--- src/rtl/prfw_pkg.sv ---
// ----------------------------------------------------------------------------
// prfw_pkg
// shared constants and types of the page framebuffer region writer
// ----------------------------------------------------------------------------
package prfw_pkg;

  localparam int COLUMNS   = 256;
  localparam int PAGES     = 8;
  localparam int ROWS      = 8 * PAGES;
  localparam int MEM_DEPTH = PAGES * COLUMNS;
  localparam int ADDR_W    = $clog2(MEM_DEPTH);

  localparam logic [7:0] CMD_PAGE    = 8'hB0;
  localparam logic [7:0] CMD_COL_HI  = 8'h10;
  localparam logic [7:0] NIBBLE_MASK = 8'h0F;

  typedef enum logic [1:0] {
    REQ_START = 2'd0,
    REQ_PIXEL = 2'd1,
    REQ_PULL  = 2'd2
  } req_t;

  typedef enum logic [2:0] {
    ST_CLEAR,
    ST_IDLE,
    ST_PIXEL,
    ST_PULL,
    ST_PULL_DATA
  } state_t;

  typedef struct packed {
    logic [1:0] req_type;
    logic [7:0] x_start;
    logic [5:0] y_start;
    logic [8:0] width;
    logic [6:0] height;
    logic [7:0] pixel_byte;
  } in_beat_t;

  typedef struct packed {
    logic [7:0] out_byte;
    logic       is_command;
    logic       last;
  } out_beat_t;

  typedef struct packed {
    logic [7:0] left;
    logic [5:0] top;
    logic [8:0] width;
    logic [6:0] height;
  } region_t;

  typedef struct packed {
    logic              rd_en;
    logic [ADDR_W-1:0] rd_addr;
    logic              wr_en;
    logic [ADDR_W-1:0] wr_addr;
    logic [7:0]        wr_data;
  } mem_req_t;

  typedef struct packed {
    logic              pending;
    logic              data_phase;
    logic [ADDR_W-1:0] rd_addr;
    logic [7:0]        cmd_byte;
    logic              fin;
  } flush_info_t;

endpackage

--- src/rtl/prfw_flush.sv ---
// ----------------------------------------------------------------------------
// prfw_flush
// flush sequencer: page, position and pending state of the region flush
// ----------------------------------------------------------------------------
module prfw_flush import prfw_pkg::*; (
  input  logic        clk,
  input  logic        rst_n,
  input  logic        region_load,
  input  region_t     start_region,
  input  region_t     region,
  input  logic        step,
  output flush_info_t info
);

  localparam logic [8:0] POS_PAGE   = 9'd0;
  localparam logic [8:0] POS_COL_HI = 9'd1;
  localparam logic [8:0] POS_COL_LO = 9'd2;
  localparam logic [8:0] POS_DATA   = 9'd3;

  logic [2:0] page_r, page_nxt;
  logic [8:0] pos_r, pos_nxt;
  logic       pending_r, pending_nxt;

  logic [8:0] vw;
  logic [8:0] start_vw;
  logic [4:0] last_page;
  logic [8:0] pos_inc;
  logic       row_end;
  logic       fin;
  logic [8:0] col;
  logic       start_ok;

  function automatic logic [8:0] visible_width(region_t r);
    logic [8:0] room;
    logic [8:0] res;
    room = 9'(COLUMNS) - {1'b0, r.left};
    if ({1'b0, r.left} >= 9'(COLUMNS)) begin
      res = '0;
    end else begin
      res = (r.width < room) ? r.width : room;
    end
    return res;
  endfunction

  function automatic logic [4:0] final_page(region_t r);
    logic [7:0] bottom;
    logic [4:0] p;
    bottom = {2'b00, r.top} + {1'b0, r.height} - 8'd1;
    p      = bottom[7:3];
    return (p < 5'(PAGES - 1)) ? p : 5'(PAGES - 1);
  endfunction

  always_comb begin
    vw        = visible_width(region);
    start_vw  = visible_width(start_region);
    last_page = final_page(region);
    pos_inc   = pos_r + 9'd1;
    row_end   = {1'b0, pos_inc} >= ({1'b0, vw} + 10'd3);
    fin       = row_end && ({2'b00, page_r} >= last_page);
    col       = {1'b0, region.left} + (pos_r - POS_DATA);
    start_ok  = (start_region.width != 9'd0) && (start_region.height != 7'd0) &&
                (start_vw != 9'd0) && (4'(start_region.top[5:3]) < 4'(PAGES));
  end

  always_comb begin
    page_nxt    = page_r;
    pos_nxt     = pos_r;
    pending_nxt = pending_r;
    if (region_load) begin
      page_nxt    = start_region.top[5:3];
      pos_nxt     = '0;
      pending_nxt = start_ok;
    end else if (step) begin
      if (row_end) begin
        pos_nxt = '0;
        if (fin) begin
          pending_nxt = 1'b0;
        end else begin
          page_nxt = page_r + 3'd1;
        end
      end else begin
        pos_nxt = pos_inc;
      end
    end
  end

  always_ff @(posedge clk) begin
    if (!rst_n) begin
      page_r    <= '0;
      pos_r     <= '0;
      pending_r <= 1'b0;
    end else begin
      page_r    <= page_nxt;
      pos_r     <= pos_nxt;
      pending_r <= pending_nxt;
    end
  end

  always_comb begin
    info.pending    = pending_r;
    info.data_phase = pos_r >= POS_DATA;
    info.rd_addr    = ADDR_W'(32'(page_r) * COLUMNS + 32'(col));
    info.fin        = fin;
    case (pos_r)
      POS_PAGE:   info.cmd_byte = CMD_PAGE + {5'b00000, page_r};
      POS_COL_HI: info.cmd_byte = CMD_COL_HI + ((region.left >> 4) & NIBBLE_MASK);
      POS_COL_LO: info.cmd_byte = region.left & NIBBLE_MASK;
      default:    info.cmd_byte = '0;
    endcase
  end

endmodule

--- config.mk ---
export PLATFORM = sky130hd
export DESIGN_NAME = prfw_flush
export DESIGN_NICKNAME = d
export VERILOG_FILES = /design/src/rtl/prfw_pkg.sv /design/src/rtl/prfw_flush.sv
export SDC_FILE = /design/constraint.sdc
export NUM_CORES = 1
export LEC_CHECK = 0
export ABC_CLOCK_PERIOD_IN_PS = 11400
export BUFFER_PORTS_ARGS = -buffer_cell sky130_fd_sc_hd__buf_2
export CAP_MARGIN = 0
export CELL_PAD_IN_SITES_DETAIL_PLACEMENT = 2
export CELL_PAD_IN_SITES_GLOBAL_PLACEMENT = 2
export CORE_MARGIN = 4
export CORE_UTILIZATION = 32
export CTS_BUF_LIST = sky130_fd_sc_hd__clkbuf_4 sky130_fd_sc_hd__clkbuf_8
export CTS_CLUSTER_SIZE = 20
export DETAILED_ROUTE_END_ITERATION = 10
export GPL_TIMING_DRIVEN = 0
export MAX_ROUTING_LAYER = met4
export PLACE_DENSITY_LB_ADDON = 0.1
export SETUP_SLACK_MARGIN = 0.1
export SYNTH_ARGS = -nofsm -noshare
export SYNTH_HDL_FRONTEND = slang
export SYNTH_SLANG_ARGS = --single-unit
export TNS_END_PERCENT = 30
--- constraint.sdc ---
create_clock -name clk -period 11.4 [get_ports clk]
set_input_delay 2.28 -clock clk [delete_from_list [all_inputs] [get_ports clk]]
set_output_delay 2.28 -clock clk [all_outputs]
set_load 0.02 [all_outputs]
==> impl_results.md <==
* Status: completed
* Slew @ Worst Pin at 0.593 ns
* Layout cell share with drive strength beyond 1 at 0.200
* P per Cell Area at 64.6 mW/mm²
* Critical path class: input pin to output port
* Initial antenna violation count at 0
* Root buf cell: clkbuf_8
* CP Data Required Time at 9.12 ns
* Slew Limit Headroom at 0.601
* Synthesized flop and latch total at 13
* Setup TNS Final at 0 ns
* I/O Buffers at 79
* H-tree depth at 1
* Fin. max-slew vios at 0
* Die Ht at 104 µm
* Final Critical Period at 10.42 ns
* # IOs at 86
* Die Area at 0.0109 mm²
* Routability congestion estimate at 0.801
* Max Clk Rate at 96.0 MHz
* Vias per cell at 5.13
* Ys Warns at 0
* Vias in the first global route at 3421
* Critical path startpoint category: input pin
* Antenna violation net count after detailed routing at 0
* Max-cap violation count at 0
* Total GRT Usage at 0.184
* Fillcell total at 1095
* Most used DFF post-synth: dfxtp_1
* Post-Synthesis Net Count at 534
* RSZ-0062 raised after global routing: false
* Post-synth EDFFs at 0
* Hold Crit Class: flip-flop to flip-flop
* Crit. End Element: output port
* Core Region at 0.00889 mm²
* Syn Inst Count at 407
* CP max FO at 10
* Post-DP HPWL at 8650 µm
* Crit path arrival time at 8.14 ns
* CTS buffer count at 3
* First-pass GRT wire length at 16300 µm
* VDD IR max at 0.0429 mV
* Layout area overhead at 19.5%
* ANT cells at 0
* Place WS at 0.976 ns
* # resized after CTS at 0
* Final WS setup at 0.984 ns
* DRC viols at 0
* Synth unique cells at 56
* Crit path largest cell delay at 0.55 ns
* DRT Wirelength at 9780 µm
* Clock transition at path regs at 0.06 ns
* Crit-path slowest cell: or4_4
* Initial drt markers at 42
* Vias at 3067
* Die span in x at 104 µm
* CTS Sinks at 13
* Fin crit share at 0.914
* Post-CTS Hold Buffers at 0
* Drt first pass iters at 4
* Final setup vio count at 0
* Largest net degree at the start of global routing at 11
* Clock skew at 0.00134 ns
* Worst path most repeated cell: buf_2
* Sequential fraction of the synthesis area at 0.0876
* TritonCTS clock tree: done
* Worst-skew pair later-pin latency at 0.24 ns
* Rows at 34
* Nets at 618
* Mean area per synthesized cell at 7.30 µm²
* WL per Instance at 16.3 µm
* Postcts setup bufs at 0
* Starting Density at 0.334
* Fraction of registers with async set/reset at 0
* Leakage dissipation at 1.84 nW
* Clk buf depth at 2
* Cell area after technology mapping at 0.00297 mm²
* Final hold violation count at 0
* Overflow left after global routing at 0
==> sequential cells by signal (all words and copies together) (netlist names) <==
signal	cells
pos_r	9
page_r	3
pending_r	1
==> critical path: cells and delay by family <==
kind	cells	cell delay, ns
AOI/OAI and AO/OA	10	2.07
xor gates and xnor gates	2	0.36
adders and majority gates	3	0.82
buffers and inverters	5	0.96
muxes	1	0.26
and+or+nand+nor	7	1.37
==> where the power goes <==
part	leakage [nW]	switching (mW)	internal, mW
combinational	1.71	0.0790	0.0569
sequential	0.106	0.00173	0.0467
clock	0.0262	0.0180	0.0271
==> cell families after synthesis <==
logic type                 after synthesis  share of synthesized area
and+or+nand+nor                        125                      0.208
AOI/OAI and AO/OA                       83                      0.190
buffers and inverters                   74                      0.102
adders and majority gates               63                      0.268
xor gates and xnor gates                43                      0.127
DFF                                     13                     0.0876
muxes                                    5                     0.0168
other                                    1                    0.00126
==> routing by layer <==
layer	vias to the layer above	GRT usage	share of wire
li1	1561	-	-
met1	1475	0.216	0.45
met2	29	0.351	0.53
met3	2	0.0174	0.017
met4	0	0.0114	0.0017
met5	-	-	0
==> cell type report <==
| cell class | instances | area, µm² | share of cell area |
|---|---|---|---|
| plain buffers | 11 | 67.6 | 0.0190 |
| clock buffers | 4 | 48.8 | 0.0137 |
| inverters | 63 | 236 | 0.0666 |
| multi-input cells | 320 | 2410 | 0.678 |
| flip-flops and latches | 13 | 260 | 0.0733 |
| well taps | 108 | 135 | 0.0381 |
| repair buffers | 79 | 395 | 0.111 |
==> cell usage in the layout, fill, tap and decap left out, types with 4 or more instances in the layout <==
master / instances
a21o_1: 6
a21oi_1: 22
a31oi_1: 4
and2_1: 4
and3_1: 6
buf_2: 82
buf_4: 4
dfxtp_1: 13
ha_1: 62
inv_1: 63
mux2i_1: 5
nand2_1: 35
nand2b_1: 6
nand3_1: 11
nor2_1: 25
nor2b_1: 4
nor3_1: 12
nor4_1: 7
o2111ai_1: 5
o21ai_0: 12
o21ai_1: 4
o21bai_1: 4
xnor2_1: 29
xor2_1: 14
==> per-stage QoR <==
| step | hold slack [ns] | cells | instance area [µm²] | total power [mW] | utilization |
|---|---|---|---|---|---|
| 2_1_floorplan | 0.458 | 407 | 2970 | 0.140 | - |
| 3_3_place_gp | 0.479 | 594 | 3500 | 0.181 | 0.394 |
| 3_5_place_dp | 0.486 | 594 | 3500 | 0.188 | 0.394 |
| 4_1_cts | 0.497 | 598 | 3550 | 0.234 | 0.399 |
| 5_1_grt | 0.534 | 598 | 3550 | 0.252 | 0.399 |
| 6_report | 0.493 | 598 | 3550 | 0.229 | 0.399 |
==> final timing paths <==
kind / start / endpoint / slack [ns] / cells after the start
worst max-delay path: region[25] / info[0] / 0.98 / 28
worst max register to register: pos_r[0] / pos_r[8] / 7.93 / 14
worst min-delay path: pending_r / pending_r / 0.49 / 2
worst min register to register: pending_r / pending_r / 0.49 / 2
==> Yosys cell counts (5+ instances only) <==
cell	instances	area (µm²)
a21o_1	6	45.0
a21oi_1	22	110
and3_1	6	37.5
dfxtp_1	13	260
ha_1	62	776
inv_1	63	236
mux2i_1	5	50.1
nand2_1	35	131
nand2b_1	6	37.5
nand3_1	11	55.1
nor2_1	25	93.8
nor3_1	12	60.1
nor4_1	7	43.8
o2111ai_1	5	43.8
o21ai_0	12	60.1
xnor2_1	29	254
xor2_1	14	123
Note: power is estimated with default switching activity, not from simulation.
