$ cat config.mk
export PLATFORM = sky130hd
export DESIGN_NAME = prfw_pixel
export DESIGN_NICKNAME = d
export VERILOG_FILES = /design/src/rtl/prfw_pkg.sv /design/src/rtl/prfw_pixel.sv
export SDC_FILE = /design/constraint.sdc
export NUM_CORES = 1
export LEC_CHECK = 0
export BUFFER_PORTS_ARGS = -buffer_cell sky130_fd_sc_hd__buf_2
export CORE_ASPECT_RATIO = 0.8
export CORE_MARGIN = 2
export CORE_UTILIZATION = 35
export CTS_BUF_LIST = sky130_fd_sc_hd__clkbuf_4
export CTS_CLUSTER_DIAMETER = 150
export DETAILED_ROUTE_END_ITERATION = 10
export PLACE_DENSITY_LB_ADDON = 0.2
export SETUP_SLACK_MARGIN = 0.3
export SLEW_MARGIN = 20
export SYNTH_ARGS = -nofsm -noshare
export SYNTH_HDL_FRONTEND = slang
export SYNTH_SLANG_ARGS = --single-unit
export TNS_END_PERCENT = 30
$ cat constraint.sdc
create_clock -name clk -period 5 [get_ports clk]
set_input_delay 1 -clock clk [delete_from_list [all_inputs] [get_ports clk]]
set_output_delay 1 -clock clk [all_outputs]
set_load 0.01 [all_outputs]
$ cat src/rtl/prfw_pkg.sv
// ----------------------------------------------------------------------------
// prfw_pkg
// shared constants and types of the page framebuffer region writer
// ----------------------------------------------------------------------------
package prfw_pkg;

  localparam int COLUMNS   = 256;
  localparam int PAGES     = 8;
  localparam int ROWS      = 8 * PAGES;
  localparam int MEM_DEPTH = PAGES * COLUMNS;
  localparam int ADDR_W    = $clog2(MEM_DEPTH);

  localparam logic [7:0] CMD_PAGE    = 8'hB0;
  localparam logic [7:0] CMD_COL_HI  = 8'h10;
  localparam logic [7:0] NIBBLE_MASK = 8'h0F;

  typedef enum logic [1:0] {
    REQ_START = 2'd0,
    REQ_PIXEL = 2'd1,
    REQ_PULL  = 2'd2
  } req_t;

  typedef enum logic [2:0] {
    ST_CLEAR,
    ST_IDLE,
    ST_PIXEL,
    ST_PULL,
    ST_PULL_DATA
  } state_t;

  typedef struct packed {
    logic [1:0] req_type;
    logic [7:0] x_start;
    logic [5:0] y_start;
    logic [8:0] width;
    logic [6:0] height;
    logic [7:0] pixel_byte;
  } in_beat_t;

  typedef struct packed {
    logic [7:0] out_byte;
    logic       is_command;
    logic       last;
  } out_beat_t;

  typedef struct packed {
    logic [7:0] left;
    logic [5:0] top;
    logic [8:0] width;
    logic [6:0] height;
  } region_t;

  typedef struct packed {
    logic              rd_en;
    logic [ADDR_W-1:0] rd_addr;
    logic              wr_en;
    logic [ADDR_W-1:0] wr_addr;
    logic [7:0]        wr_data;
  } mem_req_t;

  typedef struct packed {
    logic              pending;
    logic              data_phase;
    logic [ADDR_W-1:0] rd_addr;
    logic [7:0]        cmd_byte;
    logic              fin;
  } flush_info_t;

endpackage

$ cat src/rtl/prfw_pixel.sv
// ----------------------------------------------------------------------------
// prfw_pixel
// pixel engine: one read-modify-write of the frame memory per pixel,
// with forwarding of the previous write
// ----------------------------------------------------------------------------
module prfw_pixel import prfw_pkg::*; (
  input  logic       clk,
  input  logic       rst_n,
  input  logic       go,
  input  logic [7:0] pixel_byte,
  input  logic       region_load,
  input  region_t    region,
  input  logic [7:0] rd_data,
  output mem_req_t   mem_req,
  output logic       busy
);

  logic              active_r, active_nxt;
  logic [2:0]        cnt_r, cnt_nxt;
  logic [7:0]        bits_r, bits_nxt;
  logic [8:0]        col_off_r, col_off_nxt;
  logic [6:0]        row_off_r, row_off_nxt;

  logic              s1_vld_r;
  logic [ADDR_W-1:0] s1_addr_r;
  logic [2:0]        s1_bit_r;
  logic              s1_val_r;

  logic              fw_vld_r;
  logic [ADDR_W-1:0] fw_addr_r;
  logic [7:0]        fw_data_r;

  logic              run;
  logic [9:0]        col;
  logic [7:0]        row;
  logic [4:0]        page;
  logic              visible;
  logic [ADDR_W-1:0] addr;
  logic [8:0]        col_inc;
  logic [7:0]        base;
  logic [7:0]        merged;

  always_comb begin
    run     = active_r && (region.width != 9'd0) && (row_off_r < region.height);
    col     = {2'b00, region.left} + {1'b0, col_off_r};
    row     = {2'b00, region.top} + {1'b0, row_off_r};
    page    = row[7:3];
    visible = (col < 10'(COLUMNS)) && (row < 8'(ROWS));
    addr    = ADDR_W'(32'(page) * COLUMNS + 32'(col));
    col_inc = col_off_r + 9'd1;
  end

  always_comb begin
    active_nxt  = active_r;
    cnt_nxt     = cnt_r;
    bits_nxt    = bits_r;
    col_off_nxt = col_off_r;
    row_off_nxt = row_off_r;
    if (region_load) begin
      col_off_nxt = '0;
      row_off_nxt = '0;
    end
    if (go) begin
      active_nxt = 1'b1;
      cnt_nxt    = '0;
      bits_nxt   = pixel_byte;
    end else if (active_r) begin
      cnt_nxt = cnt_r + 3'd1;
      if (cnt_r == 3'd7) begin
        active_nxt = 1'b0;
      end
      if (run) begin
        if (col_inc >= region.width) begin
          col_off_nxt = '0;
          row_off_nxt = row_off_r + 7'd1;
        end else begin
          col_off_nxt = col_inc;
        end
      end
    end
  end

  always_ff @(posedge clk) begin
    if (!rst_n) begin
      active_r  <= 1'b0;
      cnt_r     <= '0;
      col_off_r <= '0;
      row_off_r <= '0;
      s1_vld_r  <= 1'b0;
      fw_vld_r  <= 1'b0;
    end else begin
      active_r  <= active_nxt;
      cnt_r     <= cnt_nxt;
      col_off_r <= col_off_nxt;
      row_off_r <= row_off_nxt;
      s1_vld_r  <= run && visible;
      fw_vld_r  <= s1_vld_r;
    end
  end

  always_ff @(posedge clk) begin
    bits_r    <= bits_nxt;
    s1_addr_r <= addr;
    s1_bit_r  <= row[2:0];
    s1_val_r  <= bits_r[cnt_r];
    fw_addr_r <= s1_addr_r;
    fw_data_r <= merged;
  end

  // read data is stale when the previous cycle wrote the same byte
  always_comb begin
    base   = (fw_vld_r && (fw_addr_r == s1_addr_r)) ? fw_data_r : rd_data;
    merged = base;
    merged[s1_bit_r] = s1_val_r;
  end

  always_comb begin
    mem_req.rd_en   = run && visible;
    mem_req.rd_addr = addr;
    mem_req.wr_en   = s1_vld_r;
    mem_req.wr_addr = s1_addr_r;
    mem_req.wr_data = merged;
  end

  assign busy = active_r;

endmodule

==> impl_metrics.ini, run 1 <==
[status]
status = finished clean

[clock_tree]
cts_tree = done
h-tree-depth = 3
postCtsHoldBufs = 0
clockRootBuffer = clkbuf_4
clockBufferDepth = 2
clkSinkCount = 64
numCtsBuffers = 9
clk_latency_ns = 0.42
clk_pin_slew_ns = 0.12

[power_and_ir_drop]
sw_frac_of_total = 0.274
powerDensity_nw_per_um2 = 247
p_switching_uw = 289
p_leak_nw = 1.95
power_mw = 1.05
power.share.clock = 0.341
comb_power_share = 0.120
ir_drop_mv = 0.0919
p_seq_frac = 0.539
p_int_uw = 763

[critical_path]
slowest_stage = fa_2
start_kind = input pin
rrSetupSlack_ns = 1.56
crit_chain = buf_2, ha_2, fa_2, a211oi_2, nor3_2, o211ai_1, o311ai_4, ha_2, fa_2, xor2_1, xnor2_1, buf_2
cp-startpoint = region[22]
critPathMaxFanout = 3
reg2reg_from = col_off_r[0]$_SDFF_PN0_
timing.rr.end = row_off_r[3]$_SDFF_PN0_
arrival_ns = 3.58
crit_path_end_kind = primary output
rr_worst_depth = 12
required_ns = 4.00
endpoint = mem_req[30]
crit_type = input pin to primary output
max_stage_delay_ns = 0.42

[sta]
period_share = 0.915
finalSetupTns_ns = 0
final.setup_skew_ns = 0.0120
hold_violations = 0
drv_slew = 0
tightest_slew_ns = 0.532
max_freq_ghz = 0.219
rsz0062_at_grt = false
finalSetupViolations = 0
period_minus_slack_ns = 4.58
max_slew_margin = 0.644

[synthesis]
muxShareOfSynthArea = 0.0529
synth_simple_gate_area_frac = 0.172
synth-warning-count = 0
synthXorXnorAreaFrac = 0.0671
avgSynthCellArea_um2 = 9.60
synthesis.area_um2 = 3520
synthFlopType = dfxtp_1
synth_edf_count = 8
synth_compound_area_frac = 0.137
synthCells = 367
synth_top_family_by_area = simple AND/OR/NAND/NOR gates
synth_cell_types = 57
synth_async_sr_flop_share = 0
synth.ff_latch_count = 64
synth_nets = 454
synth_fa_ha_area_frac = 0.138
yosysSeqAreaShare = 0.386

[global_routing]
antenna_found_initial = 0
overflow = 0
grt_first_pass_wirelength_um = 12900
grt_max_degree = 16
grt_pass1_vias = 2702
track_usage = 0.153

[floorplanning]
die_x_um = 116
core-area_um2 = 9730
num_rows = 32
die_h_um = 93.8
pin_count = 83
die_area_um2 = 10900
start_util = 0.362

[placement]
port-buffer-count = 82
dp.final_hpwl_um = 6410
place.gp.congestion = 0.824

[finish]
area_delta_synth_final_pct = 20.6
antennaDiodeCount = 0
fin_nets = 541
drive_gt1_frac = 0.277

[route]
post_drt_via_cell_ratio = 4.87
vias = 2900
remaining_drc_errors = 0
routedWlPerCell_um = 13.6
first_pass_iters = 4
drt-initial-drc-count = 152
final_antenna_net_count = 0
totalWireLength_um = 8100

[worst_hold_path]
hold_class = flop to flop

[flow_run]
maxCapViolCount = 0
worst max-delay path, delay by kind of cell:
family / cells / cell delay [ns]
simple gates: 1 / 0.09
buf+inv: 2 / 0.27
fa+ha+maj: 4 / 1.14
compound gates: 3 / 0.72
xor+xnor: 2 / 0.35
registers in the layout (all words and copies together), names as in the netlist:
register,count
fw_addr_r,11
s1_addr_r,11
col_off_r,9
bits_r,8
fw_data_r,8
row_off_r,7
cnt_r,3
s1_bit_r,3
busy,1
fw_vld_r,1
s1_val_r,1
s1_vld_r,1
power groups by stage:
stage               logic, mW  registers [mW]  clock network [mW]
floorplan              0.0766           0.573                   0
global placement        0.124           0.577                   0
detailed placement      0.127           0.579                   0
CTS                     0.127           0.567               0.371
global route            0.142           0.570               0.390
finish                  0.127           0.566               0.358
logic make-up after synthesis:
group	after synthesis
buffers and inverters	40
DFF	64
muxes	16
adders and majority gates	37
xor gates and xnor gates	27
AOI/OAI and AO/OA	70
and+or+nand+nor	113
final cells by class:
cell class | instances | area (um^2)
timing repair buffer | 85 | 433
fill | 985 | 5480
sequential | 64 | 1360
multi-input combinational | 263 | 2030
clock buffer | 9 | 67.6
clock inverter | 7 | 70.1
tap | 136 | 170
inverter | 31 | 116
synthesized netlist by cell type, types with 3 or more instances:
cell type | number | share of area
a211oi_1 | 3 | 0.0064
a21o_1 | 7 | 0.015
a21oi_1 | 16 | 0.023
a31oi_1 | 5 | 0.0089
and2_1 | 3 | 0.0053
and3_1 | 4 | 0.0071
clkbuf_1 | 3 | 0.0032
dfxtp_1 | 56 | 0.32
edfxtp_1 | 8 | 0.068
fa_1 | 3 | 0.017
ha_1 | 34 | 0.12
inv_1 | 31 | 0.033
mux2i_1 | 13 | 0.037
nand2_1 | 27 | 0.029
nand2b_1 | 4 | 0.0071
nand3_1 | 18 | 0.026
nand4_1 | 8 | 0.014
nor2_1 | 19 | 0.020
nor2b_1 | 4 | 0.0071
nor3_1 | 7 | 0.0099
nor3b_1 | 3 | 0.0064
o211ai_1 | 4 | 0.0085
o21a_1 | 5 | 0.011
o21ai_0 | 11 | 0.016
o221ai_1 | 4 | 0.0099
or2_2 | 3 | 0.0053
xnor2_1 | 20 | 0.050
xor2_1 | 7 | 0.017
layer usage:
layer,global-route usage,vias to the layer above,share of wire
li1,-,1487,-
met1,0.201,1335,0.49
met2,0.238,69,0.45
met3,0.0432,9,0.044
met4,0.0565,0,0.011
met5,0,-,0
timing repair:
| item | CTS | global route |
|---|---|---|
| pin swaps | 0 | 6 |
| gates resized for setup | 1 | 7 |
| buffers inserted | 0 | 3 |
| setup endpoints to repair | 1 | 2 |
how the worst min path moves through the flow:
stage,startpoint,to,cells after the start
floorplan,s1_addr_r[0]$_DFF_P_,fw_addr_r[0]$_DFF_P_,0
global placement,s1_addr_r[10]$_DFF_P_,fw_addr_r[10]$_DFF_P_,0
detailed placement,s1_addr_r[4]$_DFF_P_,fw_addr_r[4]$_DFF_P_,0
CTS,s1_addr_r[6]$_DFF_P_,fw_addr_r[6]$_DFF_P_,0
global route,s1_addr_r[1]$_DFF_P_,fw_addr_r[1]$_DFF_P_,0
finish,s1_addr_r[10]$_DFF_P_,fw_addr_r[10]$_DFF_P_,0
cells in the final DEF, fill, tap and decap left out, types with 4 or more instances in the layout:
master / synthesis / final
xnor2_1: 20 / 20
nand4_1: 8 / 8
inv_1: 31 / 31
nand2b_1: 4 / 4
nand2_1: 27 / 27
a21oi_1: 16 / 16
clkbuf_4: 0 / 9
xor2_1: 7 / 7
a21o_1: 7 / 7
nor2b_1: 4 / 4
o211ai_1: 4 / 4
ha_1: 34 / 32
o21ai_0: 11 / 11
o221ai_1: 4 / 4
nor3_1: 7 / 6
and3_1: 4 / 4
nor2_1: 19 / 19
a31oi_1: 5 / 5
o21a_1: 5 / 5
edfxtp_1: 8 / 8
dfxtp_1: 56 / 56
mux2i_1: 13 / 13
nand3_1: 18 / 18
buf_2: 2 / 82
per-stage QoR:
stage	setup slack (ns)	hold slack [ns]	utilization	instances	cell area (um^2)
3_3_place_gp	0.315	0.366	0.417	576	4050
5_1_grt	0.271	0.395	0.437	595	4250
3_5_place_dp	0.293	0.370	0.417	576	4050
2_1_floorplan	0.729	0.404	-	367	3520
6_report	0.425	0.385	0.437	595	4250
4_1_cts	0.322	0.388	0.432	592	4200
(Power assumes the default switching activity.)
==> inputs of run 2 (changes only) <==
CORE_MARGIN = 4   (was 2)
==> impl_metrics.ini, run 2 (synthesis gave the netlist of run 1 again) <==
[worst_hold_path]
holdPathEnd = fw_addr_r[4]$_DFF_P_
hold_start = s1_addr_r[4]$_DFF_P_
hold_depth = 0
hold_class = flop to flop

[finish]
drive_gt1_frac = 0.277
final_cell_mix = 82 x buf_2, 56 x dfxtp_1, 32 x ha_1
top_regs = fw_addr_r x11, s1_addr_r x11, col_off_r x9
final_area_um2 = 4230
area_delta_synth_final_pct = 20.0
fin_cells = 595
fin_nets = 541
final_common_cell = buf_2
antennaDiodeCount = 0

[global_routing]
grt_first_pass_wirelength_um = 13100
grt_pass1_vias = 2757
antenna_found_initial = 0
overflow = 0
track_usage = 0.138
grt_max_degree = 16

[placement]
place.gp.congestion = 0.781
dpl.cell_count = 576
dp.final_hpwl_um = 6460
dpl_cell_area_um2 = 4050
port-buffer-count = 82

[sta]
max_freq_ghz = 0.220
period_share = 0.909
rsz0062_at_grt = false
finalSetupViolations = 0
period_minus_slack_ns = 4.54
drv_slew = 0
tightest_slew_ns = 0.526
final.setup_skew_ns = 0.0104
finalSetupTns_ns = 0
hold_violations = 0
max_slew_margin = 0.648

[critical_path]
crit_type = input pin to primary output
crit_path_end_kind = primary output
arrival_ns = 3.54
rr_worst_depth = 12
cp-startpoint = region[22]
critPathMaxFanout = 3
timing.rr.end = row_off_r[4]$_SDFF_PN0_
rrSetupSlack_ns = 1.56
start_kind = input pin
required_ns = 4.00
reg2reg_from = col_off_r[1]$_SDFF_PN0_

[power_and_ir_drop]
p_int_uw = 712
comb_power_share = 0.127
powerDensity_nw_per_um2 = 236
p_seq_frac = 0.568
ir_drop_mv = 0.0860
p_leak_nw = 1.94
sw_frac_of_total = 0.285
power.share.clock = 0.305
power_uw = 996
p_switching_uw = 284

[floorplanning]
die_x_um = 120
die_h_um = 97.8
pin_count = 83
start_util = 0.362
num_rows = 32
core-area_um2 = 9730
die_area_um2 = 11700

[route]
drt-initial-drc-count = 169
first_pass_iters = 4
vias = 2853
routedWlPerCell_um = 13.5
final_antenna_net_count = 0
remaining_drc_errors = 0
post_drt_via_cell_ratio = 4.79
totalWireLength_um = 8050

[clock_tree]
h-tree-depth = 3
clkSinkCount = 64
cts_tree = done
numCtsBuffers = 9
clk_pin_slew_ns = 0.12
clockRootBuffer = clkbuf_4
clockBufferDepth = 2
clk_latency_ns = 0.41

[status]
status = finished clean

[flow_run]
maxCapViolCount = 0
==> run 2: per-layer routing <==
metal  routed length [um]  vias up  global-route usage
li1                     -     1488                   -
met1                 4010     1289               0.185
met2                 3460       63               0.210
met3                  445       13              0.0394
met4                  127        0              0.0502
met5                    0        -                   0
==> run 2: final cells by class <==
cell class,count,area (um^2)
multi-input combinational,263,2030
fill,988,5500
inverter,31,116
tap,136,170
clock buffer,9,67.6
timing repair buffer,85,433
sequential,64,1360
clock inverter,7,47.5
==> run 2: worst max-delay path by stage <==
stage                   to  slack, ns  cells past startpoint
2_1_floorplan  mem_req[30]       0.73                     10
3_3_place_gp   mem_req[30]       0.31                     12
3_5_place_dp   mem_req[30]       0.30                     12
4_1_cts        mem_req[30]       0.33                     12
5_1_grt        mem_req[30]       0.32                     12
6_report       mem_req[30]       0.46                     12
==> run 2: critical path, cell delays in order <==
cell and delay [ns]:
buf_2 0.10, ha_2 0.20, fa_2 0.42, a211oi_2 0.29, nor3_2 0.08, o211ai_1 0.27, o311ai_4 0.14, ha_2 0.21
fa_2 0.33, xor2_1 0.15, xnor2_1 0.18, buf_2 0.16
==> run 2: power groups by stage <==
stage / clock network (mW) / registers, mW / logic (mW)
2_1_floorplan: 0 / 0.573 / 0.0766
3_3_place_gp: 0 / 0.577 / 0.125
3_5_place_dp: 0 / 0.578 / 0.127
4_1_cts: 0.320 / 0.566 / 0.127
5_1_grt: 0.336 / 0.570 / 0.143
6_report: 0.304 / 0.566 / 0.126
==> run 2: repair_timing <==
action | 4_1_cts | 5_1_grt
hold buffers | 0 | 0
hold endpoints to repair | 0 | 0
endpoints found under the setup margin | 1 | 2
resized for setup | 1 | 7
cloned | 0 | 0
pin swaps | 0 | 5
buffers inserted | 0 | 3
==> run 2: metrics by stage <==
| stage | worst slack, ns | hold slack, ns | util |
|---|---|---|---|
| global route | 0.318 | 0.381 | 0.435 |
| finish | 0.455 | 0.378 | 0.435 |
| floorplan | 0.729 | 0.404 | - |
| CTS | 0.325 | 0.376 | 0.429 |
| detailed placement | 0.298 | 0.369 | 0.417 |
| global placement | 0.311 | 0.365 | 0.417 |
==> inputs of run 3 (changes only) <==
CORE_ASPECT_RATIO = 0.7   (was 0.8)
HOLD_SLACK_MARGIN = 0.15   (was unset)
==> impl_metrics.ini, run 3 (synthesis gave the netlist of run 1 again) <==
[status]
status = finished clean

[route]
remaining_drc_errors = 0
routedWlPerCell_um = 13.9
first_pass_iters = 4
final_antenna_net_count = 0
drt-initial-drc-count = 104
post_drt_via_cell_ratio = 4.90
totalWireLength_um = 8150
vias = 2872

[clock_tree]
clockRootBuffer = clkbuf_4
clk_latency_ns = 0.43
h-tree-depth = 3
cts_tree = done
numCtsBuffers = 9
postCtsHoldBufs = 0
clkSinkCount = 64
clk_pin_slew_ns = 0.11
clockBufferDepth = 2

[global_routing]
grt_first_pass_wirelength_um = 13200
antenna_found_initial = 0
grt_max_degree = 16
overflow = 0
track_usage = 0.143
grt_pass1_vias = 2732

[finish]
antennaDiodeCount = 0
final_cell_mix = 82 x buf_2, 56 x dfxtp_1, 32 x ha_1
drive_gt1_frac = 0.277
fin_nets = 540
fillers = 1008
area_delta_synth_final_pct = 20.1
final_common_cell = buf_2
fin_cells = 586
final_area_um2 = 4230
top_regs = fw_addr_r x11, s1_addr_r x11, col_off_r x9

[sta]
tightest_slew_ns = 0.551
finalSetupViolations = 0
rsz0062_at_grt = false
hold_slack_ns = 0.383
period_share = 0.910
period_minus_slack_ns = 4.55
final.setup_skew_ns = 0.0131
finalSetupTns_ns = 0
max_freq_ghz = 0.220
max_slew_margin = 0.631
hold_violations = 0
drv_slew = 0

[worst_hold_path]
hold_class = flop to flop

[critical_path]
critPathMaxFanout = 2
arrival_ns = 3.55
worst-path-buf-inv = 2
crit_type = input pin to primary output
slowest_stage = fa_2
start_kind = input pin
crit_chain = buf_2, ha_2, fa_2, a211oi_4, nor3_2, or2_2, o311ai_2, ha_2, fa_2, xor2_1, xnor2_1, buf_2
crit_path_end_kind = primary output
required_ns = 4.00
max_stage_delay_ns = 0.42
path_delay_family = adder cells

[floorplanning]
core-area_um2 = 9760
start_util = 0.361
die_area_um2 = 11800
pin_count = 83
num_rows = 30
die_h_um = 92.0
die_x_um = 128

[power_and_ir_drop]
power_mw = 1.05
powerDensity_nw_per_um2 = 247
p_leak_nw = 1.94
ir_drop_mv = 0.112

[placement]
dpl.cell_count = 568
place.gp.congestion = 0.803
port-buffer-count = 82
dp.final_hpwl_um = 6580
dpl_cell_area_um2 = 4040

[flow_run]
maxCapViolCount = 0
## run 3: cell types whose count changed in the layout (fill, tap and decap cells not counted), sizes merged
cell / before / now
buf: 85 / 84
bufinv: 0 / 1
clkinv: 5 / 2
clkinvlp: 1 / 2
inv: 32 / 33
## run 3: final cells by class
cell class,instances,area (um^2),area share
multi-input cells,263,2030,0.480
flip-flops and latches,64,1360,0.322
repair buffers,84,425,0.101
well taps,128,160,0.0378
inverters,31,116,0.0275
clock inverters,7,70.1,0.0166
clock buffers,9,67.6,0.0160
## run 3: stage by stage
| step | util | setup slack, ns |
|---|---|---|
| detailed placement | 0.414 | 0.277 |
| global placement | 0.414 | 0.337 |
| global route | 0.434 | 0.306 |
| floorplan | - | 0.729 |
| finish | 0.434 | 0.450 |
| CTS | 0.429 | 0.326 |
## run 3: path summary, 6_finish.rpt
kind,startpoint,depth (start not counted),slack [ns],to
worst max-delay path,region[22],12,0.45,mem_req[30]
worst min-delay path,s1_addr_r[1]$_DFF_P_,0,0.38,fw_addr_r[1]$_DFF_P_
worst max register to register,col_off_r[0]$_SDFF_PN0_,11,1.56,col_off_r[1]$_SDFF_PN0_
worst min register to register,s1_addr_r[1]$_DFF_P_,0,0.38,fw_addr_r[1]$_DFF_P_
## run 3: repair_timing
item,CTS,global route
resized for setup,1,7
gates cloned,0,0
endpoints found under the hold margin,0,0
pin swaps,0,5
setup buffers,0,2
setup endpoints to repair,1,2
## run 3: power by group
group	switching (mW)	internal [mW]	leakage [nW]
Clock	0.202	0.152	0.0726
Combinational	0.0639	0.0630	1.33
Sequential	0.0184	0.547	0.543
## run 3: routing by layer
metal / GRT usage / vias up / wire (um)
met5: 0 / - / 0
met4: 0.0371 / 0 / 50
met3: 0.0506 / 4 / 600
met2: 0.206 / 88 / 3450
met1: 0.201 / 1287 / 4050
li1: - / 1493 / -
